<file path="config.mk">
export PLATFORM = sky130hd
export DESIGN_NAME = ride_session_stats_accumulator_flat
export DESIGN_NICKNAME = d
export VERILOG_FILES = /design/src/hw/rtl/rssa_pkg.sv /design/src/hw/rtl/rssa_if.sv /design/src/hw/rtl/ride_session_stats_accumulator.sv /design/src/hw/rtl/rssa_div.sv /design/src/flat_wrapper.sv
export SDC_FILE = /design/constraint.sdc
export NUM_CORES = 2
export LEC_CHECK = 0
export ABC_AREA = 1
export CAP_MARGIN = 20
export CORE_MARGIN = 2
export CORE_UTILIZATION = 57
export DETAILED_ROUTE_END_ITERATION = 16
export DONT_BUFFER_PORTS = 1
export HOLD_SLACK_MARGIN = 0.05
export PLACE_DENSITY = 0.72
export REMOVE_ABC_BUFFERS = 1
export SYNTH_ARGS = -nofsm -noshare
export SYNTH_HDL_FRONTEND = slang
export SYNTH_SLANG_ARGS = --single-unit
</file>
<file path="constraint.sdc">
create_clock -name i_clk -period 10.5 [get_ports i_clk]
set_input_delay 0.525 -clock i_clk [delete_from_list [all_inputs] [get_ports i_clk]]
set_output_delay 0.525 -clock i_clk [all_outputs]
set_load 0.01 [all_outputs]
</file>
<file path="src/hw/rtl/rssa_pkg.sv">
// shared types, constants and helpers of the ride session statistics block
// used by the channel interfaces, the serial divider and the top level
package rssa_pkg;

    localparam int unsigned GRACE_W  = 20;
    localparam int unsigned DATA_W   = 32;
    localparam int unsigned ADDR_W   = 3;
    localparam int unsigned DIV_N_W  = 48;
    localparam int unsigned DIV_D_W  = 32;
    localparam int unsigned STEP_W   = $clog2(DIV_N_W + 1);

    localparam logic [GRACE_W-1:0] GRACE_RESET = GRACE_W'(10000);

    // word index of the grace register on the config port
    localparam logic [ADDR_W-3:0] REG_GRACE = '0;

    // quotient bits produced per division
    localparam logic [STEP_W-1:0] STEPS_SPEED = STEP_W'(48);
    localparam logic [STEP_W-1:0] STEPS_SMALL = STEP_W'(40);

    localparam logic [7:0] ZONE2_BPM = 8'd105;
    localparam logic [7:0] ZONE3_BPM = 8'd125;
    localparam logic [7:0] ZONE4_BPM = 8'd145;
    localparam logic [7:0] ZONE5_BPM = 8'd165;

    typedef enum logic [1:0] {
        MODE_IDLE  = 2'd0,
        MODE_RUN   = 2'd1,
        MODE_PAUSE = 2'd2
    } t_mode;

    typedef enum logic [1:0] {
        KIND_TICK   = 2'd0,
        KIND_TOGGLE = 2'd1,
        KIND_STOP   = 2'd2
    } t_kind;

    typedef enum logic [2:0] {
        ST_READY,
        ST_PROD,
        ST_APPLY,
        ST_SCHED,
        ST_DIV,
        ST_DONE
    } t_state;

    typedef enum logic [1:0] {
        JOB_SPEED = 2'd0,
        JOB_CAD   = 2'd1,
        JOB_HEART = 2'd2
    } t_job;

    typedef struct packed {
        logic [1:0]  kind;
        logic [15:0] dt_ms;
        logic        fix_valid;
        logic [15:0] speed;
        logic        cadence_present;
        logic [7:0]  cadence_rpm;
        logic        has_heart_rate;
        logic [7:0]  heart_bpm;
    } t_in_item;

    typedef struct packed {
        logic [1:0]  run_mode;
        logic        summary_valid;
        logic [31:0] moving_ms;
        logic [47:0] distance_raw;
        logic [15:0] live_speed;
        logic [15:0] avg_speed;
        logic [15:0] peak_speed;
        logic [7:0]  live_cadence;
        logic [7:0]  live_heart;
        logic [7:0]  mean_cadence;
        logic [7:0]  avg_heart;
        logic [2:0]  heart_zone;
    } t_out_item;

    typedef struct packed {
        logic              start;
        logic [STEP_W-1:0] steps;
    } t_div_req;

    typedef struct packed {
        logic busy;
        logic done;
    } t_div_sts;

    function automatic logic [2:0] zone_of(input logic [7:0] bpm);
        logic [2:0] z;
        if (bpm < ZONE2_BPM) begin
            z = 3'd1;
        end else if (bpm < ZONE3_BPM) begin
            z = 3'd2;
        end else if (bpm < ZONE4_BPM) begin
            z = 3'd3;
        end else if (bpm < ZONE5_BPM) begin
            z = 3'd4;
        end else begin
            z = 3'd5;
        end
        return z;
    endfunction

endpackage

</file>
<file path="src/hw/rtl/rssa_if.sv">
// valid/ready channel interfaces for sensor items and statistics results
// payload types come from rssa_pkg
interface rssa_in_if;
    logic               valid;
    logic               ready;
    rssa_pkg::t_in_item payload;

    modport source (output valid, output payload, input ready);
    modport sink (input valid, input payload, output ready);
endinterface

interface rssa_out_if;
    logic                valid;
    logic                ready;
    rssa_pkg::t_out_item payload;

    modport source (output valid, output payload, input ready);
    modport sink (input valid, input payload, output ready);
endinterface

</file>
<file path="src/hw/rtl/ride_session_stats_accumulator.sv">
// Ride session statistics: one result per item on the o_res channel, one item in work at a
// time. Each item is taken in, its distance product formed, the statistics updated and the
// result loaded, and only then is the next item taken. A tick with a fix also refreshes
// the averages through the single serial divider (one quotient bit per cycle): a 48 bit
// speed division, then a 40 bit division for each cadence or heart rate that the tick
// carries. A result that waits on o_res holds the next item in its done state, and with it
// the block, until the waiting result is taken. Depends on rssa_pkg, rssa_in_if/rssa_out_if
// and rssa_div.
module ride_session_stats_accumulator (
    input  logic                          i_clk,
    input  logic                          i_rst_n,
    rssa_in_if.sink                       i_item,
    rssa_out_if.source                    o_res,
    input  logic                          psel,
    input  logic                          penable,
    input  logic                          pwrite,
    input  logic [rssa_pkg::ADDR_W-1:0]   paddr,
    input  logic [rssa_pkg::DATA_W-1:0]   pwdata,
    output logic [rssa_pkg::DATA_W-1:0]   prdata,
    output logic                          pready
);

    rssa_pkg::t_state   r_state, n_state;
    rssa_pkg::t_mode    r_mode, n_mode;
    rssa_pkg::t_job     r_job, w_job;
    rssa_pkg::t_in_item r_item;
    rssa_pkg::t_out_item r_res, w_snap;
    logic               r_res_vld;

    logic [rssa_pkg::GRACE_W-1:0] r_grace;
    logic [31:0] r_prod;

    logic [31:0] r_since, n_since;
    logic [31:0] r_moving, n_moving;
    logic [47:0] r_dist, n_dist;
    logic [47:0] r_ssum, n_ssum;
    logic [15:0] r_smax, n_smax;
    logic [31:0] r_scnt, n_scnt;
    logic [39:0] r_csum, n_csum;
    logic [31:0] r_ccnt, n_ccnt;
    logic [39:0] r_hsum, n_hsum;
    logic [31:0] r_hcnt, n_hcnt;
    logic [15:0] r_last_speed, n_last_speed;
    logic [7:0]  r_last_cad, n_last_cad;
    logic [7:0]  r_last_heart, n_last_heart;
    logic [15:0] r_avg_speed, n_avg_speed;
    logic [7:0]  r_avg_cad, n_avg_cad;
    logic [7:0]  r_avg_heart, n_avg_heart;
    logic        r_summary, n_summary;
    logic [2:0]  r_pend, n_pend;

    logic        w_accept;
    logic        w_load;
    logic        w_cfg_wr;

    rssa_pkg::t_div_req w_div_req;
    rssa_pkg::t_div_sts w_div_sts;
    logic [rssa_pkg::DIV_N_W-1:0] w_dividend;
    logic [rssa_pkg::DIV_D_W-1:0] w_divisor;
    logic [rssa_pkg::DIV_N_W-1:0] w_quot;

    // saturating sums
    logic [32:0] w_since_sum, w_mov_sum, w_scnt_sum, w_ccnt_sum, w_hcnt_sum;
    logic [48:0] w_dist_sum, w_ssum_sum;
    logic [40:0] w_csum_sum, w_hsum_sum;
    logic [31:0] w_since_sat, w_mov_sat, w_scnt_sat, w_ccnt_sat, w_hcnt_sat;
    logic [47:0] w_dist_sat, w_ssum_sat;
    logic [39:0] w_csum_sat, w_hsum_sat;

    // config port
    assign pready   = 1'b1;
    assign w_cfg_wr = psel & penable & pwrite & pready &
                      (paddr[rssa_pkg::ADDR_W-1:2] == rssa_pkg::REG_GRACE);
    assign prdata   = (paddr[rssa_pkg::ADDR_W-1:2] == rssa_pkg::REG_GRACE) ?
                      {{(rssa_pkg::DATA_W-rssa_pkg::GRACE_W){1'b0}}, r_grace} : '0;

    always_comb begin
        w_since_sum = {1'b0, r_since} + {17'b0, r_item.dt_ms};
        w_mov_sum   = {1'b0, r_moving} + {17'b0, r_item.dt_ms};
        w_dist_sum  = {1'b0, r_dist} + {17'b0, r_prod};
        w_ssum_sum  = {1'b0, r_ssum} + {33'b0, r_item.speed};
        w_scnt_sum  = {1'b0, r_scnt} + 33'd1;
        w_csum_sum  = {1'b0, r_csum} + {33'b0, r_item.cadence_rpm};
        w_ccnt_sum  = {1'b0, r_ccnt} + 33'd1;
        w_hsum_sum  = {1'b0, r_hsum} + {33'b0, r_item.heart_bpm};
        w_hcnt_sum  = {1'b0, r_hcnt} + 33'd1;
        w_since_sat = w_since_sum[32] ? '1 : w_since_sum[31:0];
        w_mov_sat   = w_mov_sum[32] ? '1 : w_mov_sum[31:0];
        w_dist_sat  = w_dist_sum[48] ? '1 : w_dist_sum[47:0];
        w_ssum_sat  = w_ssum_sum[48] ? '1 : w_ssum_sum[47:0];
        w_scnt_sat  = w_scnt_sum[32] ? '1 : w_scnt_sum[31:0];
        w_csum_sat  = w_csum_sum[40] ? '1 : w_csum_sum[39:0];
        w_ccnt_sat  = w_ccnt_sum[32] ? '1 : w_ccnt_sum[31:0];
        w_hsum_sat  = w_hsum_sum[40] ? '1 : w_hsum_sum[39:0];
        w_hcnt_sat  = w_hcnt_sum[32] ? '1 : w_hcnt_sum[31:0];
    end

    // lowest pending division goes first
    always_comb begin
        if (r_pend[0]) begin
            w_job = rssa_pkg::JOB_SPEED;
        end else if (r_pend[1]) begin
            w_job = rssa_pkg::JOB_CAD;
        end else begin
            w_job = rssa_pkg::JOB_HEART;
        end
    end

    always_comb begin
        case (w_job)
            rssa_pkg::JOB_SPEED: begin
                w_dividend = r_ssum;
                w_divisor  = r_scnt;
            end
            rssa_pkg::JOB_CAD: begin
                w_dividend = {r_csum, 8'b0};
                w_divisor  = r_ccnt;
            end
            default: begin
                w_dividend = {r_hsum, 8'b0};
                w_divisor  = r_hcnt;
            end
        endcase
    end

    // next state
    always_comb begin
        n_state = r_state;
        case (r_state)
            rssa_pkg::ST_READY: begin
                if (i_item.valid) begin
                    n_state = rssa_pkg::ST_PROD;
                end
            end
            rssa_pkg::ST_PROD:  n_state = rssa_pkg::ST_APPLY;
            rssa_pkg::ST_APPLY: n_state = rssa_pkg::ST_SCHED;
            rssa_pkg::ST_SCHED: begin
                n_state = (r_pend != 3'b000) ? rssa_pkg::ST_DIV : rssa_pkg::ST_DONE;
            end
            rssa_pkg::ST_DIV: begin
                if (w_div_sts.done) begin
                    n_state = rssa_pkg::ST_SCHED;
                end
            end
            rssa_pkg::ST_DONE: begin
                if (!r_res_vld || o_res.ready) begin
                    n_state = rssa_pkg::ST_READY;
                end
            end
            default: n_state = rssa_pkg::ST_READY;
        endcase
    end

    // sequencer outputs
    always_comb begin
        w_accept        = 1'b0;
        w_load          = 1'b0;
        w_div_req.start = 1'b0;
        w_div_req.steps = (w_job == rssa_pkg::JOB_SPEED) ? rssa_pkg::STEPS_SPEED
                                                         : rssa_pkg::STEPS_SMALL;
        case (r_state)
            rssa_pkg::ST_READY: w_accept = i_item.valid;
            rssa_pkg::ST_SCHED: w_div_req.start = (r_pend != 3'b000);
            rssa_pkg::ST_DONE:  w_load = !r_res_vld || o_res.ready;
            default: ;
        endcase
    end

    // no transfer is taken while reset is held
    assign i_item.ready = (r_state == rssa_pkg::ST_READY) && i_rst_n;

    // statistics update
    always_comb begin
        n_mode       = r_mode;
        n_since      = r_since;
        n_moving     = r_moving;
        n_dist       = r_dist;
        n_ssum       = r_ssum;
        n_smax       = r_smax;
        n_scnt       = r_scnt;
        n_csum       = r_csum;
        n_ccnt       = r_ccnt;
        n_hsum       = r_hsum;
        n_hcnt       = r_hcnt;
        n_last_speed = r_last_speed;
        n_last_cad   = r_last_cad;
        n_last_heart = r_last_heart;
        n_avg_speed  = r_avg_speed;
        n_avg_cad    = r_avg_cad;
        n_avg_heart  = r_avg_heart;
        n_summary    = r_summary;
        n_pend       = r_pend;

        if (r_state == rssa_pkg::ST_APPLY) begin
            n_summary = 1'b0;
            case (r_item.kind)
                rssa_pkg::KIND_TICK: begin
                    if (r_mode == rssa_pkg::MODE_RUN) begin
                        if (!r_item.fix_valid) begin
                            n_since = w_since_sat;
                            if (w_since_sat <= {12'b0, r_grace}) begin
                                n_moving = w_mov_sat;
                            end
                        end else begin
                            n_since      = '0;
                            n_moving     = w_mov_sat;
                            n_last_speed = r_item.speed;
                            n_dist       = w_dist_sat;
                            n_ssum       = w_ssum_sat;
                            n_scnt       = w_scnt_sat;
                            if (r_item.speed > r_smax) begin
                                n_smax = r_item.speed;
                            end
                            if (r_item.cadence_present) begin
                                n_last_cad = r_item.cadence_rpm;
                                n_csum     = w_csum_sat;
                                n_ccnt     = w_ccnt_sat;
                            end
                            if (r_item.has_heart_rate) begin
                                n_last_heart = r_item.heart_bpm;
                                n_hsum       = w_hsum_sat;
                                n_hcnt       = w_hcnt_sat;
                            end
                            n_pend = {r_item.has_heart_rate, r_item.cadence_present, 1'b1};
                        end
                    end
                end
                rssa_pkg::KIND_TOGGLE: begin
                    case (r_mode)
                        rssa_pkg::MODE_IDLE: begin
                            n_mode       = rssa_pkg::MODE_RUN;
                            n_since      = '0;
                            n_moving     = '0;
                            n_dist       = '0;
                            n_ssum       = '0;
                            n_smax       = '0;
                            n_scnt       = '0;
                            n_csum       = '0;
                            n_ccnt       = '0;
                            n_hsum       = '0;
                            n_hcnt       = '0;
                            n_last_speed = '0;
                            n_last_cad   = '0;
                            n_last_heart = '0;
                            n_avg_speed  = '0;
                            n_avg_cad    = '0;
                            n_avg_heart  = '0;
                        end
                        rssa_pkg::MODE_RUN:   n_mode = rssa_pkg::MODE_PAUSE;
                        rssa_pkg::MODE_PAUSE: n_mode = rssa_pkg::MODE_RUN;
                        default: ;
                    endcase
                end
                rssa_pkg::KIND_STOP: begin
                    n_summary = (r_mode != rssa_pkg::MODE_IDLE) && (r_scnt != '0);
                    n_mode    = rssa_pkg::MODE_IDLE;
                end
                default: ;
            endcase
        end

        if (r_state == rssa_pkg::ST_DIV && w_div_sts.done) begin
            case (r_job)
                rssa_pkg::JOB_SPEED: begin
                    n_avg_speed = w_quot[15:0];
                    n_pend[0]   = 1'b0;
                end
                rssa_pkg::JOB_CAD: begin
                    n_avg_cad = w_quot[7:0];
                    n_pend[1] = 1'b0;
                end
                default: begin
                    n_avg_heart = w_quot[7:0];
                    n_pend[2]   = 1'b0;
                end
            endcase
        end
    end

    always_comb begin
        w_snap.run_mode      = r_mode;
        w_snap.summary_valid = r_summary;
        w_snap.moving_ms     = r_moving;
        w_snap.distance_raw  = r_dist;
        w_snap.live_speed    = r_last_speed;
        w_snap.avg_speed     = r_avg_speed;
        w_snap.peak_speed    = r_smax;
        w_snap.live_cadence  = r_last_cad;
        w_snap.live_heart    = r_last_heart;
        w_snap.mean_cadence  = r_avg_cad;
        w_snap.avg_heart     = r_avg_heart;
        w_snap.heart_zone    = rssa_pkg::zone_of(r_last_heart);
    end

    always_ff @(posedge i_clk) begin
        if (!i_rst_n) begin
            r_state      <= rssa_pkg::ST_READY;
            r_mode       <= rssa_pkg::MODE_IDLE;
            r_job        <= rssa_pkg::JOB_SPEED;
            r_res_vld    <= 1'b0;
            r_grace      <= rssa_pkg::GRACE_RESET;
            r_since      <= '0;
            r_moving     <= '0;
            r_dist       <= '0;
            r_ssum       <= '0;
            r_smax       <= '0;
            r_scnt       <= '0;
            r_csum       <= '0;
            r_ccnt       <= '0;
            r_hsum       <= '0;
            r_hcnt       <= '0;
            r_last_speed <= '0;
            r_last_cad   <= '0;
            r_last_heart <= '0;
            r_avg_speed  <= '0;
            r_avg_cad    <= '0;
            r_avg_heart  <= '0;
            r_summary    <= 1'b0;
            r_pend       <= '0;
        end else begin
            r_state      <= n_state;
            r_mode       <= n_mode;
            r_since      <= n_since;
            r_moving     <= n_moving;
            r_dist       <= n_dist;
            r_ssum       <= n_ssum;
            r_smax       <= n_smax;
            r_scnt       <= n_scnt;
            r_csum       <= n_csum;
            r_ccnt       <= n_ccnt;
            r_hsum       <= n_hsum;
            r_hcnt       <= n_hcnt;
            r_last_speed <= n_last_speed;
            r_last_cad   <= n_last_cad;
            r_last_heart <= n_last_heart;
            r_avg_speed  <= n_avg_speed;
            r_avg_cad    <= n_avg_cad;
            r_avg_heart  <= n_avg_heart;
            r_summary    <= n_summary;
            r_pend       <= n_pend;
            if (w_div_req.start) begin
                r_job <= w_job;
            end
            if (w_cfg_wr) begin
                r_grace <= pwdata[rssa_pkg::GRACE_W-1:0];
            end
            if (w_load) begin
                r_res_vld <= 1'b1;
            end else if (o_res.ready) begin
                r_res_vld <= 1'b0;
            end
        end
    end

    always_ff @(posedge i_clk) begin
        if (w_accept) begin
            r_item <= i_item.payload;
        end
        if (r_state == rssa_pkg::ST_PROD) begin
            r_prod <= r_item.speed * r_item.dt_ms;
        end
        if (w_load) begin
            r_res <= w_snap;
        end
    end

    assign o_res.valid   = r_res_vld;
    assign o_res.payload = r_res;

    rssa_div u_div (
        .i_clk      (i_clk),
        .i_rst_n    (i_rst_n),
        .i_req      (w_div_req),
        .i_dividend (w_dividend),
        .i_divisor  (w_divisor),
        .o_sts      (w_div_sts),
        .o_quot     (w_quot)
    );

`ifndef SYNTH
    a_div_start_idle: assert property (@(posedge i_clk) disable iff (!i_rst_n)
        w_div_req.start |-> !w_div_sts.busy)
        else $error("divider restarted while busy");

    a_div_done_pending: assert property (@(posedge i_clk) disable iff (!i_rst_n)
        (r_state == rssa_pkg::ST_DIV && w_div_sts.done) |-> (r_pend != 3'b000))
        else $error("division finished with nothing pending");

    a_accept_div_idle: assert property (@(posedge i_clk) disable iff (!i_rst_n)
        w_accept |-> (!w_div_sts.busy && r_pend == 3'b000))
        else $error("new transfer taken while averages still in work");

    a_live_below_peak: assert property (@(posedge i_clk) disable iff (!i_rst_n)
        r_last_speed <= r_smax)
        else $error("live speed above peak speed");

    a_summary_idle: assert property (@(posedge i_clk) disable iff (!i_rst_n)
        (r_res_vld && r_res.summary_valid) |-> (r_res.run_mode == rssa_pkg::MODE_IDLE))
        else $error("summary flagged outside idle");
`endif

endmodule

</file>
<file path="src/hw/rtl/rssa_div.sv">
// restoring serial divider, one quotient bit per cycle
// request and status structs come from rssa_pkg
module rssa_div (
    input  logic                             i_clk,
    input  logic                             i_rst_n,
    input  rssa_pkg::t_div_req               i_req,
    input  logic [rssa_pkg::DIV_N_W-1:0]     i_dividend,
    input  logic [rssa_pkg::DIV_D_W-1:0]     i_divisor,
    output rssa_pkg::t_div_sts               o_sts,
    output logic [rssa_pkg::DIV_N_W-1:0]     o_quot
);

    logic                            r_busy;
    logic                            r_done;
    logic [rssa_pkg::STEP_W-1:0]     r_cnt;
    logic [rssa_pkg::DIV_D_W-1:0]    r_rem;
    logic [rssa_pkg::DIV_N_W-1:0]    r_quo;
    logic [rssa_pkg::DIV_D_W-1:0]    r_div;

    logic [rssa_pkg::DIV_D_W:0]      w_shift;
    logic [rssa_pkg::DIV_D_W+1:0]    w_diff;
    logic                            w_ge;
    logic [rssa_pkg::DIV_D_W-1:0]    n_rem;
    logic [rssa_pkg::DIV_N_W-1:0]    n_quo;

    always_comb begin
        w_shift = {r_rem, r_quo[rssa_pkg::DIV_N_W-1]};
        w_diff  = {1'b0, w_shift} - {2'b00, r_div};
        w_ge    = ~w_diff[rssa_pkg::DIV_D_W+1];
        // remainder stays below the divisor, so its top bit is always clear
        n_rem   = w_ge ? w_diff[rssa_pkg::DIV_D_W-1:0] : w_shift[rssa_pkg::DIV_D_W-1:0];
        n_quo   = {r_quo[rssa_pkg::DIV_N_W-2:0], w_ge};
    end

    always_ff @(posedge i_clk) begin
        if (!i_rst_n) begin
            r_busy <= 1'b0;
            r_done <= 1'b0;
            r_cnt  <= '0;
        end else begin
            r_done <= 1'b0;
            if (i_req.start) begin
                r_busy <= 1'b1;
                r_cnt  <= i_req.steps;
            end else if (r_busy) begin
                r_cnt <= r_cnt - 1'b1;
                if (r_cnt == rssa_pkg::STEP_W'(1)) begin
                    r_busy <= 1'b0;
                    r_done <= 1'b1;
                end
            end
        end
    end

    always_ff @(posedge i_clk) begin
        if (i_req.start) begin
            r_rem <= '0;
            r_quo <= i_dividend;
            r_div <= i_divisor;
        end else if (r_busy) begin
            r_rem <= n_rem;
            r_quo <= n_quo;
        end
    end

    assign o_sts.busy = r_busy;
    assign o_sts.done = r_done;
    assign o_quot     = r_quo;

endmodule

</file>
<file path="src/flat_wrapper.sv">
// flat-port wrapper written by rule: the top's interface ports become plain ports
module ride_session_stats_accumulator_flat 
  (i_clk, i_rst_n, psel, penable, pwrite, paddr, pwdata, prdata, pready, i_item_valid, i_item_payload, i_item_ready, o_res_valid, o_res_payload, o_res_ready);
  rssa_in_if i_item_i ();
  rssa_out_if o_res_i ();
  input  logic i_clk;
  input  logic i_rst_n;
  input  logic psel;
  input  logic penable;
  input  logic pwrite;
  input  logic [rssa_pkg::ADDR_W-1:0] paddr;
  input  logic [rssa_pkg::DATA_W-1:0] pwdata;
  output logic [rssa_pkg::DATA_W-1:0] prdata;
  output logic pready;
  input wire logic [$bits(i_item_i.valid)-1:0] i_item_valid;
  input wire logic [$bits(i_item_i.payload)-1:0] i_item_payload;
  output wire logic [$bits(i_item_i.ready)-1:0] i_item_ready;
  output wire logic [$bits(o_res_i.valid)-1:0] o_res_valid;
  output wire logic [$bits(o_res_i.payload)-1:0] o_res_payload;
  input wire logic [$bits(o_res_i.ready)-1:0] o_res_ready;
  assign i_item_i.valid = i_item_valid;
  assign i_item_i.payload = i_item_payload;
  assign i_item_ready = i_item_i.ready;
  assign o_res_valid = o_res_i.valid;
  assign o_res_payload = o_res_i.payload;
  assign o_res_i.ready = o_res_ready;
  ride_session_stats_accumulator u_core (.i_clk(i_clk), .i_rst_n(i_rst_n), .i_item(i_item_i), .o_res(o_res_i), .psel(psel), .penable(penable), .pwrite(pwrite), .paddr(paddr), .pwdata(pwdata), .prdata(prdata), .pready(pready));
endmodule
</file>
# Yosys cells after proc, flatten, opt, wreduce, memory -nomap -nowiden
# Cells that the tools add are included.
totals:
  reg_bits: 819
  in_bits: 95
  output_inout_bits: 201
  elab_cells: 243
op_classes:
  n_addsub: 11
  multipliers: 1
  n_lt_le_gt_ge: 6
  n_eq_ne: 23
  n_mux: 115
  bitwise_logic: 7
  n_reduce_logical: 29
ops:
  columns: ["op", "n"]
  rows:
  - ["$mux W32", 20]
  - ["$mux W48", 9]
  - ["$pmux W32 S2", 6]
  - ["$mux W40", 9]
  - ["$pmux W48 S2", 3]
  - ["$mux W16", 11]
  - ["$pmux W40 S2", 2]
  - ["$mux W8", 17]
  - ["$add A32 B1 Y33 const B", 3]
  - ["$add A40 B8 Y41", 2]
  - ["$add A32 B16 Y33", 2]
  - ["$pmux W16 S2", 2]
  - ["$add A48 B16 Y49", 1]
  - ["$add A48 B32 Y49", 1]
  - ["$sub A33 B32 Y34", 1]
  - ["$le A32 B20 Y1", 1]
  - ["$mul A16 B16 Y32", 1]
  - ["$pmux W8 S2", 2]
  - ["$reduce_bool A32 Y1", 1]
  - ["$mux W3", 8]
  - ["$mux W20", 1]
  - ["$pmux W3 S6", 1]
  - ["$reduce_and A6 Y1", 3]
  - ["$gt A16 B16 Y1", 1]
  - ["other kinds (32)", 84]

# Logic depth before layout (Yosys ltp)
logic_depth:
  ltp_word: 7
  ltp_mapped: 33
  depth_no_buf: 30

# By module
# From an unflattened synthesis, not the netlist that was laid out.
unflattened:
  cells_unflattened: 7621
  area_unflattened_um2: 55749.7
by_module_without_submodules:
  columns: ["module", "n_inst", "cells_per_inst", "area_per_inst_um2", "seq_area_each_um2"]
  rows:
  - ["ride_session_stats_accumulator", 1, 6541, 48152.4, 16505.8]
  - ["rssa_div", 1, 1080, 7597.3, 3203.1]

# Worst setup path after synthesis
# Ideal clock, no wire load.
synth_path:
  path_type: "register to register"
  from: "register u_core.r_state[0]"
  to: "register u_core.r_res, in the netlist u_core.o_res.payload[0], enable pin"
  setup_ps: 696
  arrival_ps: 7831
  t_required_ps: 9804
  path_slack_ps: 1973
  path_stages_with_launch: 6
  path_buffers: 0
  period_less_slack_ps: 8527
  path_cell_list: "dfxtp_1 > inv_1 > or2_2 > nor2_1 > inv_1 > nor2_1"
synth_via:
  elab_chain_len: 2
synth_rtl:
  columns: ["item", "line", "text"]
  rows:
  - ["start, declared", "ride_session_stats_accumulator.sv:23", "rssa_pkg::t_state r_state, n_state;"]
  - ["start signal, assigned", "ride_session_stats_accumulator.sv:297", "r_state <= rssa_pkg::ST_READY;"]
  - ["start signal, assigned", "ride_session_stats_accumulator.sv:321", "r_state <= n_state;"]
  - ["$eq A3 B3 Y1", "ride_session_stats_accumulator.sv:161", "case (r_state)"]
  - ["$mux W1", "ride_session_stats_accumulator.sv:161", null]
  - ["named net u_core.w_load", "ride_session_stats_accumulator.sv:53", "logic w_load;"]
  - ["end signal, assigned", "ride_session_stats_accumulator.sv:363", "r_res <= w_snap;"]
  - ["end, declared", "ride_session_stats_accumulator.sv:27", "rssa_pkg::t_out_item r_res, w_snap;"]
# The timed path passes the listed nets, and every way through them passes these cells.
# A chain may end at the register's enable or synchronous reset.

# Final worst setup path
layout_path:
  from: "register u_core.r_item[29] (netlist name)"
  to: "register u_core.r_prod[28] (data pin)"
layout_via:
  elab_chain_len: 1
layout_rtl:
  columns: ["item", "line", "text"]
  rows:
  - ["start, declared", "ride_session_stats_accumulator.sv:26", "rssa_pkg::t_in_item r_item;"]
  - ["start signal, assigned", "ride_session_stats_accumulator.sv:357", "r_item <= i_item.payload;"]
  - ["$mul A16 B16 Y32", "ride_session_stats_accumulator.sv:360", "r_prod <= r_item.speed * r_item.dt_ms;"]
  - ["end signal, assigned", "ride_session_stats_accumulator.sv:360", null]
  - ["end, declared", "ride_session_stats_accumulator.sv:31", "logic [31:0] r_prod;"]
# No other way between the ends.

==> out/metrics.cfg <==
[route]
wl_microns = 158800
wl_met3_microns = 12380
wl_per_cell_microns = 18.41
ant_nets = 0
top_layer = met5
drc = 0
met2_length_microns = 73570
firstDrtPassIters = 6
drt-met1-wl_microns = 66880
via_per_inst = 5.666
vias = 48873
first_iter_violations = 4151

[die]
rows = 113
die-area_sq_um = 98670
die_h_microns = 314.1
die_w_microns = 314.1
ios = 296
core_sq_um = 95150
start_util = 0.5761

[layout]
fin_cells = 8625
stdcell_area_sq_um = 59560
area_delta_synth_final_pct = 8.644
drive_above_1_share = 0.04499
finalNetCount = 7854

[placed_design]
dp_hpwl_microns = 115300
portBuffers = 0
routabilityCongestion = 0.9690
dpl.cell_count = 8375
place_area_sq_um = 55570

[setup_path]
end_kind = flop
critPathCapture = u_core.r_prod[28]
r2r_cells = 21
r2r_end = u_core.r_prod[28]
startpoint = u_core.r_item[29]
cp.arrival_ns = 7.15
crit-reg2reg-launch = u_core.r_item[29]
ff2ff_setup_slack_ns = 3.76
path_max_fanout = 19
startpoint_type = flop
critPathKind = flop to flop
required_ns = 10.91

[synthesis]
async_reset_ff_frac = 0
syn_area_per_cell_sq_um = 7.461
yosysMostFrequentCell = nand2_1
synth-seq-cells = 819
synth_area_leaders = edfxtp_1 18%, dfxtp_1 18%, nand2_1 13%, fa_1 7.3%, inv_1 7.1%
syn_inst = 7347
syn_area_sq_um = 54820
yosys.area.top_type = edfxtp_1
synth_seq_area_share = 0.3595
synthFlopType = dfxtp_1
yosysWarnings = 0
synth_top_area_share = 0.1813
synth-edff-count = 331
synth_commonest_cells = 1906 x nand2_1, 1043 x inv_1, 640 x a21oi_1, 499 x nor2_1, 488 x dfxtp_1
ys_types = 65

[timing]
hold_ws_ns = 0.07375
rsz0062_at_grt = no
max_freq_ghz = 0.1483
finalSetupViolCount = 0
min_period_over_period = 0.6421
post-route-min-period_ns = 6.742
hold_viol = 0
setup-tns-final_ns = 0
worst_clock_skew_ns = 0.07956
slew_viol_final = 0
maxSlewHeadroom = 0.2908
max_slew.worst_pin.slew_ns = 1.064

[clocking]
clock_path_buffers = 3
clk_latency_ns = 0.73
clock-sinks = 819
numCtsBuffers = 89
cts_tree = yes
cts_setup_buffers = 0
cts_hold_repair.buffers = 79
root_buffer = clkbuf_16
htree_levels = 3
clk_pin_slew_worst_paths_ns = 0.06
cts_resized = 0

[worst_hold_path]
min_path_type = input port to flop
min_path_cells = 2
hold_start = pwdata[11]

[global_routing]
grt_overflow = 0
grt_usage = 0.3167
antenna_found_initial = 8
grt_pass1_wl_microns = 250400
grt_start_max_net_pins = 118
grt_pass1_vias = 46232

[flow_run]
maxCapViolations = 0

[status]
status = finished, final reports clean

[worst min path at each step]
stage	end	slack [ns]
3_3_place_gp	u_core.o_res.payload[49]	0.41
3_5_place_dp	u_core.o_res.payload[45]	0.41
5_1_grt	u_core.r_grace[11]	0.07
2_1_floorplan	u_core.o_res.payload[163]	0.40
6_report	u_core.r_grace[11]	0.07
4_1_cts	u_core.r_grace[11]	0.06
[registers in the layout, indices dropped and copies added, names as in the netlist, 20 cells and up]
| name | count |
|---|---|
| u_core.o_res.payload | 166 |
| u_core.r_ccnt | 32 |
| u_core.r_csum | 40 |
| u_core.r_dist | 48 |
| u_core.r_grace | 20 |
| u_core.r_hcnt | 32 |
| u_core.r_hsum | 40 |
| u_core.r_item | 53 |
| u_core.r_moving | 32 |
| u_core.r_prod | 32 |
| u_core.r_scnt | 32 |
| u_core.r_since | 32 |
| u_core.r_ssum | 48 |
| u_core.u_div.o_quot | 48 |
| u_core.u_div.r_div | 32 |
| u_core.u_div.r_rem | 32 |
[layout make-up]
type | count | area, sq um
sequential | 819 | 19710
clock buffer | 110 | 2429
multi-input combinational | 5173 | 29840
tap | 1265 | 1583
fill | 8551 | 35600
inverter | 1067 | 4020
antenna | 2 | 5.005
clock inverter | 58 | 713.2
timing repair buffer | 131 | 1251
[cells by family (layout without fill, tap and decap cells)]
logic type / count (synthesis) / in the layout / synth area share
compound gates: 1345 / 1345 / 0.1334
xor+xnor: 207 / 207 / 0.03307
fa+ha+maj: 478 / 478 / 0.1366
buf+inv: 1366 / 1366 / 0.09755
flops: 819 / 819 / 0.3595
other cells: 2 / 15 / 0.0001370
simple gates: 3130 / 3130 / 0.2397
[critical path, stage by stage, from the launching register on]
cell and delay [ns]:
edfxtp_1 1.05, nand2_1 0.20, fa_1 0.59, fa_1 0.44, fa_1 0.52, inv_1 0.06
fa_1 0.47, fa_1 0.56, inv_1 0.06, fa_1 0.52, inv_1 0.04, ha_1 0.37
a21oi_1 0.17, inv_1 0.07, a31oi_1 0.15, a21boi_0 0.49, o21ai_1 0.17, nand2_1 0.12
o21ai_1 0.10, nand2_1 0.07, nand2_1 0.06, xor2_1 0.14
[cells in the final DEF, fill, tap and decap left out, drive strengths merged, types with 12 or more instances in the layout]
cell type       n
nand2        1917
inv          1072
a21oi         643
nor2          518
dfxtp         488
o21ai         464
nand3         340
edfxtp        331
ha            277
fa            201
xor2          152
nor3          144
clkbuf        110
dlygate4sd3    78
nand4          76
nor4           56
xnor2          55
buf            53
a22oi          42
or2            40
a31oi          34
clkinv         34
o22ai          30
o211ai         27
nand3b         22
a21o           21
o31ai          20
o21bai         18
conb           13
a21boi         12
[stage by stage]
step,setup WS [ns],util
global placement,4.027,0.5837
finish,3.758,0.6259
CTS,3.858,0.6256
detailed placement,3.933,0.5840
floorplan,1.973,-
global route,3.441,0.6259
[routing by layer]
metal	global-route usage	up-vias
met5	0	-
met4	0.1173	12
met3	0.05580	320
met2	0.5211	1865
met1	0.4179	22919
li1	-	23757
Power is not shown: default switching activity piles up to over one toggle a cycle in this logic, so the estimate is an artifact.
